$ cat src/hw/rtl/pfl_pkg.sv
`timescale 1ns / 1ps

package pfl_pkg;

  localparam int STORE_DEPTH = 1024;
  localparam int ADDR_W = 10;
  localparam int DISP_WIDTH_DEF = 128;
  localparam int DISP_HEIGHT_DEF = 64;
  localparam logic [7:0] BYTE_ONES = 8'hFF;
  localparam logic [7:0] BYTE_ZERO = 8'h00;

  typedef enum logic [2:0] {
    FUNC_HLINE = 3'd0,
    FUNC_VLINE = 3'd1,
    FUNC_RECT  = 3'd2,
    FUNC_FILL  = 3'd3,
    FUNC_READ  = 3'd4
  } func_t;

  typedef enum logic [1:0] {
    MODE_CLEAR  = 2'd0,
    MODE_SET    = 2'd1,
    MODE_TOGGLE = 2'd2,
    MODE_NONE   = 2'd3
  } mode_t;

  typedef struct packed {
    logic load_draw;
    logic load_sweep;
    logic rd_draw;
    logic wr_back;
    logic sweep_wr;
    logic rd_host;
  } ctrl_t;

  typedef struct packed {
    logic empty;
    logic draw_last;
    logic sweep_last;
  } stat_t;

endpackage

$ cat src/hw/rtl/pfl_ctrl.sv
`timescale 1ns / 1ps

module pfl_ctrl (
  input  logic           clk,
  input  logic           rst,
  input  logic           start,
  input  logic [2:0]     func,
  input  logic [1:0]     color_mode,
  input  pfl_pkg::stat_t stat,
  output pfl_pkg::ctrl_t ctrl,
  output logic           busy,
  output logic           strobe
);
  import pfl_pkg::*;

  typedef enum logic [6:0] {
    ST_IDLE   = 7'b0000001,
    ST_CHECK  = 7'b0000010,
    ST_RMW_RD = 7'b0000100,
    ST_RMW_WR = 7'b0001000,
    ST_SWEEP  = 7'b0010000,
    ST_RD_OUT = 7'b0100000,
    ST_SPARE  = 7'b1000000
  } state_t;

  state_t state, state_next;
  logic   accept;

  assign accept = start && !busy;
  assign busy   = (state != ST_IDLE);
  assign strobe = (state == ST_RD_OUT);

  always_comb begin
    state_next = state;
    ctrl = '0;
    unique case (state)
      ST_IDLE: begin
        if (start) begin
          unique case (func)
            FUNC_HLINE, FUNC_VLINE, FUNC_RECT: begin
              if (color_mode != MODE_NONE) begin
                ctrl.load_draw = 1'b1;
                state_next = ST_CHECK;
              end
            end
            FUNC_FILL: begin
              if (color_mode == MODE_CLEAR || color_mode == MODE_SET) begin
                ctrl.load_sweep = 1'b1;
                state_next = ST_SWEEP;
              end
            end
            FUNC_READ: begin
              ctrl.rd_host = 1'b1;
              state_next = ST_RD_OUT;
            end
            default: state_next = ST_IDLE;
          endcase
        end
      end
      ST_CHECK: begin
        state_next = stat.empty ? ST_IDLE : ST_RMW_RD;
      end
      ST_RMW_RD: begin
        ctrl.rd_draw = 1'b1;
        state_next = ST_RMW_WR;
      end
      ST_RMW_WR: begin
        ctrl.wr_back = 1'b1;
        state_next = stat.draw_last ? ST_IDLE : ST_RMW_RD;
      end
      ST_SWEEP: begin
        ctrl.sweep_wr = 1'b1;
        if (stat.sweep_last) state_next = ST_IDLE;
      end
      ST_RD_OUT: begin
        state_next = ST_IDLE;
      end
      default: state_next = ST_IDLE;
    endcase
  end

  always_ff @(posedge clk) begin
    if (rst) begin
      state <= ST_SWEEP;
    end else begin
      state <= state_next;
    end
  end

  a_clear_after_reset: assert property (@(posedge clk) rst |=> busy)
    else $error("clearing pass not started after reset");

  a_strobe_from_read: assert property (@(posedge clk) disable iff (rst)
    strobe |-> $past(accept && func == FUNC_READ))
    else $error("result beat without a read command");

  a_noeffect_idle: assert property (@(posedge clk) disable iff (rst)
    (accept && func != FUNC_READ && color_mode == MODE_NONE) |=> !busy)
    else $error("no-effect command kept the block busy");

  a_write_after_read: assert property (@(posedge clk) disable iff (rst)
    ctrl.wr_back |-> $past(ctrl.rd_draw))
    else $error("write-back without a preceding read");

endmodule

$ cat config.mk
export PLATFORM = sky130hd
export DESIGN_NAME = pfl_ctrl
export DESIGN_NICKNAME = d
export VERILOG_FILES = /design/src/hw/rtl/pfl_pkg.sv /design/src/hw/rtl/pfl_ctrl.sv
export SDC_FILE = /design/constraint.sdc
export NUM_CORES = 1
export LEC_CHECK = 0
export ABC_AREA = 0
export BUFFER_PORTS_ARGS = -buffer_cell sky130_fd_sc_hd__buf_4
export CORE_AREA = 5 5 42 44
export CTS_CLUSTER_DIAMETER = 100
export DETAILED_ROUTE_END_ITERATION = 10
export DIE_AREA = 0 0 47 49
export PLACE_DENSITY = 0.56
export SLEW_MARGIN = 20
export SYNTH_ARGS = -nofsm -noshare
export SYNTH_HDL_FRONTEND = slang
export SYNTH_SLANG_ARGS = --single-unit
export TNS_END_PERCENT = 20
$ cat constraint.sdc
create_clock -name clk -period 1.9 [get_ports clk]
set_input_delay 0.095 -clock clk [delete_from_list [all_inputs] [get_ports clk]]
set_output_delay 0.095 -clock clk [all_outputs]
set_load 0.005 [all_outputs]
==> out/results.ini, run 1 <==
[timing]
skew_ns=0.000502
worst_hold_slack_ns=0.0274
finalSetupTns_ns=-0.0156
min_period_over_period_pct=101
rsz0062_at_grt=yes
max_freq_ghz=0.522
tightest_slew_ns=0.376
finalHoldViolations=0
drv_slew=0
max-slew-margin-rel_pct=74.7
fin_ws_ns=-0.0146
period_needed_ns=1.91
finalSetupViolations=2

[setup_path]
critical_path_required_ns=1.80
cp.arrival_ns=1.82
reg2reg_from=state[5]
critPathKind=reg2out
endpoint_kind=output port
crit_fanout=4
cp-startpoint=state[4]
setup.worst_path.start_class=flop

[synthesis]
synth_cells=48
yosysUniqueCellTypes=29
syn_area_per_cell_um2=8.94
synth_nets=59
synth_area_um2=429
ys_seq_area_share_pct=28.0
yosys_warnings=0
ys_seq_elements=6

[cts]
cts_hold_buf=0
cts_max_level=1
clockBufferDepth=2
cts_tree=built
cts_buffers=3
clock_sinks=6
clk_pin_slew_ns=0.05
root_buffer=clkbuf_4
clk_latency_ns=0.24

[layout]
drive_gt1_share_pct=58.7
finalNonFillerCells=91
area_delta_synth_final_pct=61.8
diodes=0
final_util_pct=49.6
regMostFlops=state
largest_reg_flops=6
largestRegisters=state: 6 flops
nets=88

[power]
p_sw_mw=0.108
pwr-share-seq_pct=36.8
p_clk_share_pct=32.0
combPwrFrac_pct=31.3
p_int_mw=0.267
irDropWorstVdd_v=0.000253
p_per_area_mw_per_mm2=540
switching_share_pct=28.7
p_leak_nw=0.303

[route]
vias_per_cell=5.34
drc_errors=0
vias=486
dr.pass1.iters=4
first_iter_violations=8
finalWirelength_um=1320
wl_per_cell_um=14.5
ant_nets=0

[placement]
gp_congestion=0.727
dp_hpwl_um=935
dp_cells=84
preCtsSetupSlack_ns=0.0956
io_buffers=18

[floorplan]
num_rows=14
initial_core_util_pct=30.6
core_area_mm2=0.00140
num_io_pins=19
die_x_um=47
die_area_mm2=0.00230
die_h_um=49

[grt]
grt_max_degree=8
grt_pass1_vias=492
grtUsageTotal_pct=13.4
grt_overflow=0
grt_pass1_wl_um=2210
antenna_found_initial=0

[run_status]
violations=setup timing
outcome=complete, but fails checks

[run]
drv_cap=0

[min_path]
hold_class=in2reg
min_from=rst

stage by stage:
step / total power [mW] / instance area [um^2]
floorplan: 0.187 / 429
global placement: 0.235 / 599
detailed placement: 0.236 / 599
CTS: 0.377 / 691
global route: 0.401 / 694
finish: 0.375 / 694
power groups by stage:
stage	sequential (mW)	combinational, mW	clock, mW
global placement	0.140	0.0948	0
floorplan	0.138	0.0488	0
finish	0.138	0.117	0.120
detailed placement	0.140	0.0955	0
global route	0.138	0.128	0.136
CTS	0.138	0.116	0.123
what timing repair did:
action	CTS	global route
endpoints found under the setup margin	3	5
buffers inserted	5	0
hold endpoints to repair	0	0
pin swaps	4	3
resized for setup	7	3
layout by cell type, fill, tap and decap left out, drive strengths merged, types with 2 or more instances in the layout:
| cell | n |
|---|---|
| nor3b | 3 |
| inv | 3 |
| nor3 | 2 |
| nand2 | 4 |
| o21ai | 4 |
| clkbuf | 3 |
| nor2 | 4 |
| a21o | 2 |
| dfxtp | 6 |
| a2111oi | 2 |
| buf | 24 |
| nand3b | 2 |
| or4 | 2 |
worst paths after layout:
kind / end / slack [ns] / depth (start not counted)
max: ctrl[5] / -0.01 / 5
min: state[0] / 0.03 / 2
max reg2reg: state[0] / 0.10 / 5
min reg2reg: state[4] / 0.59 / 2
critical path, cell delays in order, from the launching register on:
cell and delay [ns]:
dfxtp_2 0.32, or4_4 0.55, nor3b_4 0.25, inv_2 0.10
a2111oi_4 0.20, buf_4 0.16
area by class of cell:
type | instances | area [um^2]
clock buffer | 3 | 22.5
fill | 145 | 707
inverter | 4 | 16.3
multi-input combinational | 38 | 327
sequential | 6 | 125
tap | 16 | 20.0
timing repair buffer | 24 | 184
synth_stat cells:
cell type  number  area (um^2)
a211o_1         1         8.76
nor4b_2         1         15.0
or3b_4          1         11.3
inv_2           1         3.75
nor2_1          4         15.0
a311oi_2        1         15.0
dfxtp_1         6          120
o21ai_1         1         5.00
nor4_1          1         6.26
nor3b_1         2         15.0
nor3b_2         1         12.5
or4_1           1         7.51
nor2b_1         1         6.26
or4_4           1         11.3
inv_1           2         7.51
a2111oi_2       2         30.0
a21o_1          2         15.0
a21oi_1         1         5.00
nor3_1          2         10.0
o21ai_0         3         15.0
nand2_1         4         15.0
a22oi_1         1         7.51
clkinv_2        1         5.00
nand2b_1        1         6.26
o2bb2a_4        1         20.0
o22a_2          1         10.0
nand4_1         1         6.26
nand4b_1        1         8.76
nand3b_1        2         15.0
logic make-up after synthesis:
kind of cell / count (synthesis) / synth area share, %
buffers and inverters: 4 / 3.79
flip-flops: 6 / 28.0
AO/OA/AOI/OAI: 14 / 30.6
AND/OR/NAND/NOR: 24 / 37.6
per-layer routing:
layer / global-route usage, % / vias up / routed length [um]
met3: 4.43 / 2 / 94
li1: - / 243 / -
met2: 20.4 / 18 / 669
met1: 16.1 / 223 / 533
met4: 6.91 / 0 / 19
met5: 0 / - / 0
(Power assumes the default switching activity.)
==> inputs of run 2 (changes only) <==
Settings changed: CTS_BUF_LIST set to sky130_fd_sc_hd__clkbuf_8, TNS_END_PERCENT 20 to 5.
==> run 2 against run 1 <==
The run now ends clean; via count decreased by 1.6%; power increased by 20%; core utilization increased by 1.3 points; clock-buffer cell count unchanged; sequential cell count unchanged; final cell count unchanged; critical path type unchanged; highest routed layer unchanged.
==> out/results.ini, run 2 (synthesis gave the netlist of run 1 again) <==
[cts]
cts_max_level=1  ; unchanged
clock_sinks=6  ; unchanged
cts_tree=built  ; unchanged
cts_hold_buf=0  ; unchanged
clk_pin_slew_ns=0.04  ; was 0.05 ns
clk_latency_ns=0.22  ; was 0.24 ns
clockBufferDepth=2  ; unchanged
cts_buffers=3  ; unchanged
root_buffer=clkbuf_8  ; was clkbuf_4

[floorplan]
num_rows=14  ; unchanged
die_x_um=47  ; unchanged
die_area_mm2=0.00230  ; unchanged
num_io_pins=19  ; unchanged
initial_core_util_pct=30.6  ; unchanged
core_area_mm2=0.00140  ; unchanged
die_h_um=49  ; unchanged

[layout]
largestRegisters=state: 6 flops  ; unchanged
drive_gt1_share_pct=57.3  ; was 58.7%
final_util_pct=50.8  ; was 49.6%
diodes=0  ; unchanged
design_area_um2=712  ; was 694 um^2
fill_cells=143  ; was 145
regMostFlops=state  ; unchanged
nets=88  ; unchanged
area_delta_synth_final_pct=65.9  ; was 61.8%
layout_common_cells=23 x buf_4, 4 x nand2_1, 4 x nor2_1  ; was 23 x buf_4, 4 x nand2_1, 4 x nor2_1, 4 x dfxtp_2
largest_reg_flops=6  ; unchanged
final_common_cell=buf_4  ; unchanged

[grt]
grt_pass1_vias=489  ; was 492
grt_max_degree=8  ; unchanged
grt_overflow=0  ; unchanged
grt_pass1_wl_um=2230  ; was 2210 um
grtUsageTotal_pct=14.0  ; was 13.4%
antenna_found_initial=0  ; unchanged

[timing]
fin_ws_ns=0.0176  ; was -0.0146 ns
period_needed_ns=1.88  ; was 1.91 ns
tightest_slew_ns=0.373  ; was 0.376 ns
finalSetupViolations=0  ; was 2
finalHoldViolations=0  ; unchanged
max_freq_ghz=0.531  ; was 0.522 GHz
skew_ns=0.00101  ; was 0.000502 ns
min_period_over_period_pct=99.1  ; was 101%
max-slew-margin-rel_pct=74.9  ; was 74.7%
finalSetupTns_ns=0  ; was -0.0156 ns
drv_slew=0  ; unchanged
rsz0062_at_grt=yes  ; unchanged

[route]
vias_per_cell=5.25  ; was 5.34
dr.pass1.iters=4  ; unchanged
finalWirelength_um=1320  ; about the same
first_iter_violations=10  ; was 8
ant_nets=0  ; unchanged
wl_per_cell_um=14.5  ; about the same
drc_errors=0  ; unchanged
vias=478  ; was 486

[power]
p_int_mw=0.333  ; was 0.267 mW
p_per_area_mw_per_mm2=633  ; was 540 mW/mm^2
p_sw_mw=0.118  ; was 0.108 mW
irDropWorstVdd_v=0.000315  ; was 0.000253 V
pwr-share-seq_pct=30.6  ; was 36.8%
p_leak_nw=0.311  ; was 0.303 nW
combPwrFrac_pct=26.0  ; was 31.3%
switching_share_pct=26.2  ; was 28.7%
p_clk_share_pct=43.4  ; was 32.0%

[placement]
io_buffers=18  ; unchanged
postPlaceCellArea_um2=599  ; unchanged
dp_hpwl_um=935  ; unchanged
preCtsSetupSlack_ns=0.0956  ; unchanged
gp_congestion=0.727  ; unchanged

[setup_path]
cp-startpoint=state[4]  ; unchanged
critical_path_required_ns=1.80  ; about the same
critPathKind=reg2out  ; unchanged
endpoint_kind=output port  ; unchanged
cp.arrival_ns=1.79  ; was 1.82 ns
reg2reg_from=state[5]  ; unchanged
setup.worst_path.start_class=flop  ; unchanged
crit_fanout=4  ; unchanged

[run_status]
outcome=finished clean  ; was complete, but fails checks

[min_path]
min_from=rst  ; unchanged
hold_class=in2reg  ; unchanged

[run]
drv_cap=0  ; unchanged

-- run 2: cell counts in the layout (fill, tap and decap cells not counted) --
No cell type changed its count.
-- run 2: worst max-delay path: stages (launching register included) --
cell	delay, ns
dfxtp_2	0.31
or4_4	0.55
nor3b_4	0.24
inv_2	0.10
a2111oi_4	0.20
buf_4	0.16
-- run 2: per-stage QoR --
stage | hold WS (ns) | instances | power, mW
after floorplan | 0.163 | 48 | 0.187
after global placement | 0.278 | 84 | 0.235
after detailed placement | 0.282 | 84 | 0.236
after CTS | 0.0485 | 92 | 0.451
after global routing | 0.0583 | 91 | 0.476
final | 0.0486 | 91 | 0.451
-- run 2: layout make-up --
class                           instances  area, um^2  share of cell area [%]
Clock buffer                            3        41.3                    5.80
Inverter                                4        16.3                    2.28
Multi-Input combinational cell         38         327                    45.9
Sequential cell                         6         124                    17.4
Tap cell                               16        20.0                    2.81
Timing Repair Buffer                   24         184                    25.8
-- run 2: worst paths after layout --
kind / endpoint / slack [ns] / cells after the start
max: ctrl[5] / 0.02 / 5
min: state[0] / 0.05 / 2
min reg2reg: state[4] / 0.58 / 2
max reg2reg: state[0] / 0.10 / 5
-- run 2: metal layers --
| layer | wire length (um) | track usage [%] |
|---|---|---|
| met5 | 0 | 0 |
| met4 | 48 | 11.1 |
| met3 | 105 | 4.43 |
| met2 | 635 | 20.4 |
| met1 | 529 | 16.1 |
-- run 2: power groups by stage --
stage	logic [mW]	registers, mW	clock network [mW]
2_1_floorplan	0.0488	0.138	0
3_3_place_gp	0.0948	0.140	0
3_5_place_dp	0.0955	0.140	0
4_1_cts	0.116	0.138	0.196
5_1_grt	0.128	0.138	0.210
6_report	0.117	0.138	0.196
-- run 2: repair_timing --
action / CTS / global route
endpoints found under the setup margin: 2 / 4
buffers inserted: 5 / 0
endpoints found under the hold margin: 0 / 0
pin swaps: 3 / 4
resized for setup: 6 / 3
==> inputs of run 3 (changes only) <==
Settings changed: PLACE_DENSITY 0.56 to 0.6.
==> run 3 against run 2 <==
Wire length decreased by 16%; combinational power is 7% lower; first-iteration DRC count down 50%; non-clock buffer count down 2; largest power group unchanged; highest routed layer unchanged.
==> out/results.ini, run 3 (synthesis gave the netlist of run 1 again) <==
[cts]
cts_tree=built  ; unchanged
cts_max_level=1  ; unchanged
clock_sinks=6  ; unchanged
clockBufferDepth=2  ; unchanged
cts_buffers=3  ; unchanged
clk_pin_slew_ns=0.04  ; about the same
clk_latency_ns=0.22  ; about the same
cts_hold_buf=0  ; unchanged
root_buffer=clkbuf_8  ; unchanged

[route]
drc_errors=0  ; unchanged
finalWirelength_um=1100  ; was 1320 um
vias_per_cell=5.16  ; was 5.25
wl_per_cell_um=12.4  ; was 14.5 um
first_iter_violations=5  ; was 10
vias=459  ; was 478
ant_nets=0  ; unchanged
dr.pass1.iters=2  ; was 4

[power]
p_sw_mw=0.112  ; was 0.118 mW
pwr-share-seq_pct=31.5  ; was 30.6%
p_leak_nw=0.291  ; was 0.311 nW
p_int_mw=0.329  ; was 0.333 mW
combPwrFrac_pct=24.7  ; was 26.0%
p_clk_share_pct=43.8  ; was 43.4%
switching_share_pct=25.4  ; was 26.2%
irDropWorstVdd_v=0.000356  ; was 0.000315 V
p_per_area_mw_per_mm2=641  ; was 633 mW/mm^2

[floorplan]
core_area_mm2=0.00140  ; unchanged
initial_core_util_pct=30.6  ; unchanged
die_area_mm2=0.00230  ; unchanged
die_x_um=47  ; unchanged
num_io_pins=19  ; unchanged
num_rows=14  ; unchanged
die_h_um=49  ; unchanged

[timing]
max-slew-margin-rel_pct=71.3  ; was 74.9%
period_needed_ns=1.89  ; was 1.88 ns
worst_hold_slack_ns=0.0451  ; was 0.0486 ns
min_period_over_period_pct=99.5  ; was 99.1%
finalSetupViolations=0  ; unchanged
tightest_slew_ns=0.429  ; was 0.373 ns
finalHoldViolations=0  ; unchanged
rsz0062_at_grt=yes  ; unchanged
max_freq_ghz=0.529  ; was 0.531 GHz
drv_slew=0  ; unchanged
skew_ns=0.000782  ; was 0.00101 ns
fin_ws_ns=0.00856  ; was 0.0176 ns

[grt]
grt_overflow=0  ; unchanged
antenna_found_initial=0  ; unchanged
grt_pass1_vias=463  ; was 489
grtUsageTotal_pct=11.3  ; was 14.0%
grt_pass1_wl_um=1860  ; was 2230 um
grt_max_degree=8  ; unchanged

[layout]
final_common_cell=buf_4  ; unchanged
drive_gt1_share_pct=54.8  ; was 57.3%
layout_common_cells=22 x buf_4, 4 x nand2_1, 4 x nor2_1, 4 x dfxtp_1  ; was 23 x buf_4, 4 x nand2_1, 4 x nor2_1
largestRegisters=state: 6 flops  ; unchanged
nets=86  ; was 88
regMostFlops=state  ; unchanged
area_delta_synth_final_pct=60.3  ; was 65.9%
final_util_pct=49.1  ; was 50.8%
largest_reg_flops=6  ; unchanged
fill_cells=142  ; was 143
diodes=0  ; unchanged

[placement]
dp_hpwl_um=827  ; was 935 um
gp_congestion=0.680  ; was 0.727
io_buffers=18  ; unchanged
preCtsSetupSlack_ns=0.105  ; was 0.0956 ns

[setup_path]
critical_path_required_ns=1.80  ; about the same
r2r_end=state[0]  ; unchanged
reg2reg_from=state[5]  ; unchanged
cp.arrival_ns=1.80  ; was 1.79 ns
critPathCapture=ctrl[5]  ; unchanged
crit_chain=or4_4 -> nor3b_4 -> inv_2 -> a2111oi_4 -> buf_4  ; unchanged
crit_path_top_delay_cell=or4_4  ; unchanged
endpoint_kind=output port  ; unchanged
reg2regPathDepth=5  ; unchanged
setup.worst_path.start_class=flop  ; unchanged
cp-startpoint=state[4]  ; unchanged
crit_fanout=4  ; unchanged
critPathKind=reg2out  ; unchanged
crit_path_max_incr_delay_ns=0.55  ; about the same
timing.reg2reg.setup_slack_ns=0.10  ; about the same

[run_status]
outcome=finished clean  ; unchanged

[min_path]
hold_class=in2reg  ; unchanged

[run]
drv_cap=0  ; unchanged

-- run 3: cell count changes in the layout (fill, tap and decap cells not counted) --
cell,before,now
buf_4,23,22
buf_6,1,0
dfxtp_1,3,4
dfxtp_2,3,1
dfxtp_4,0,1
nor3_2,0,1
nor3_4,1,0
-- run 3: cell type report --
cell class / instances / area, um^2 / share of cell area [%]
flip-flops and latches: 6 / 125 / 18.2
inverters: 4 / 16.3 / 2.36
repair buffers: 22 / 165 / 24.0
well taps: 16 / 20.0 / 2.91
clock buffers: 3 / 41.3 / 6.00
multi-input cells: 38 / 320 / 46.5
-- run 3: repair_timing --
item / 4_1_cts / 5_1_grt
gates cloned: 0 / 0
endpoints found under the setup margin: 3 / 3
buffers inserted: 3 / 1
gates resized for setup: 5 / 2
pin swaps: 3 / 4
hold endpoints to repair: 0 / 0
-- run 3: power by group through the flow --
| stage | clock network, mW | logic, mW | registers [mW] |
|---|---|---|---|
| global placement | 0 | 0.0916 | 0.140 |
| CTS | 0.197 | 0.107 | 0.139 |
| global route | 0.209 | 0.119 | 0.139 |
| floorplan | 0 | 0.0488 | 0.138 |
| detailed placement | 0 | 0.0913 | 0.140 |
| finish | 0.193 | 0.109 | 0.139 |
-- run 3: worst min-delay path by stage --
stage	startpoint	to	slack, ns	cells after the start
6_report	rst	state[0]	0.05	2
2_1_floorplan	rst	state[0]	0.16	1
3_3_place_gp	rst	state[0]	0.28	2
5_1_grt	rst	state[0]	0.05	2
3_5_place_dp	rst	state[0]	0.28	2
4_1_cts	rst	state[0]	0.04	2
-- run 3: critical path: cells and delay by family, from the launching register on --
family | cells | cell delay [ns]
AO/OA/AOI/OAI | 1 | 0.18
buffers and inverters | 2 | 0.25
flip-flops | 1 | 0.34
AND/OR/NAND/NOR | 2 | 0.79
-- run 3: metrics by stage --
| step | cell area (um^2) | TNS [ns] | cells | power, mW |
|---|---|---|---|---|
| floorplan | 429 | 0 | 48 | 0.187 |
| global placement | 592 | 0 | 83 | 0.232 |
| detailed placement | 592 | 0 | 83 | 0.232 |
| CTS | 681 | -0.00393 | 89 | 0.443 |
| global route | 688 | -0.104 | 89 | 0.467 |
| finish | 688 | 0 | 89 | 0.441 |
-- run 3: metal layers --
layer | share of wire (%) | GRT usage, %
met5 | 0 | 0
met4 | 4.8 | 9.68
met3 | 8.7 | 4.80
met2 | 44 | 15.4
met1 | 43 | 13.0
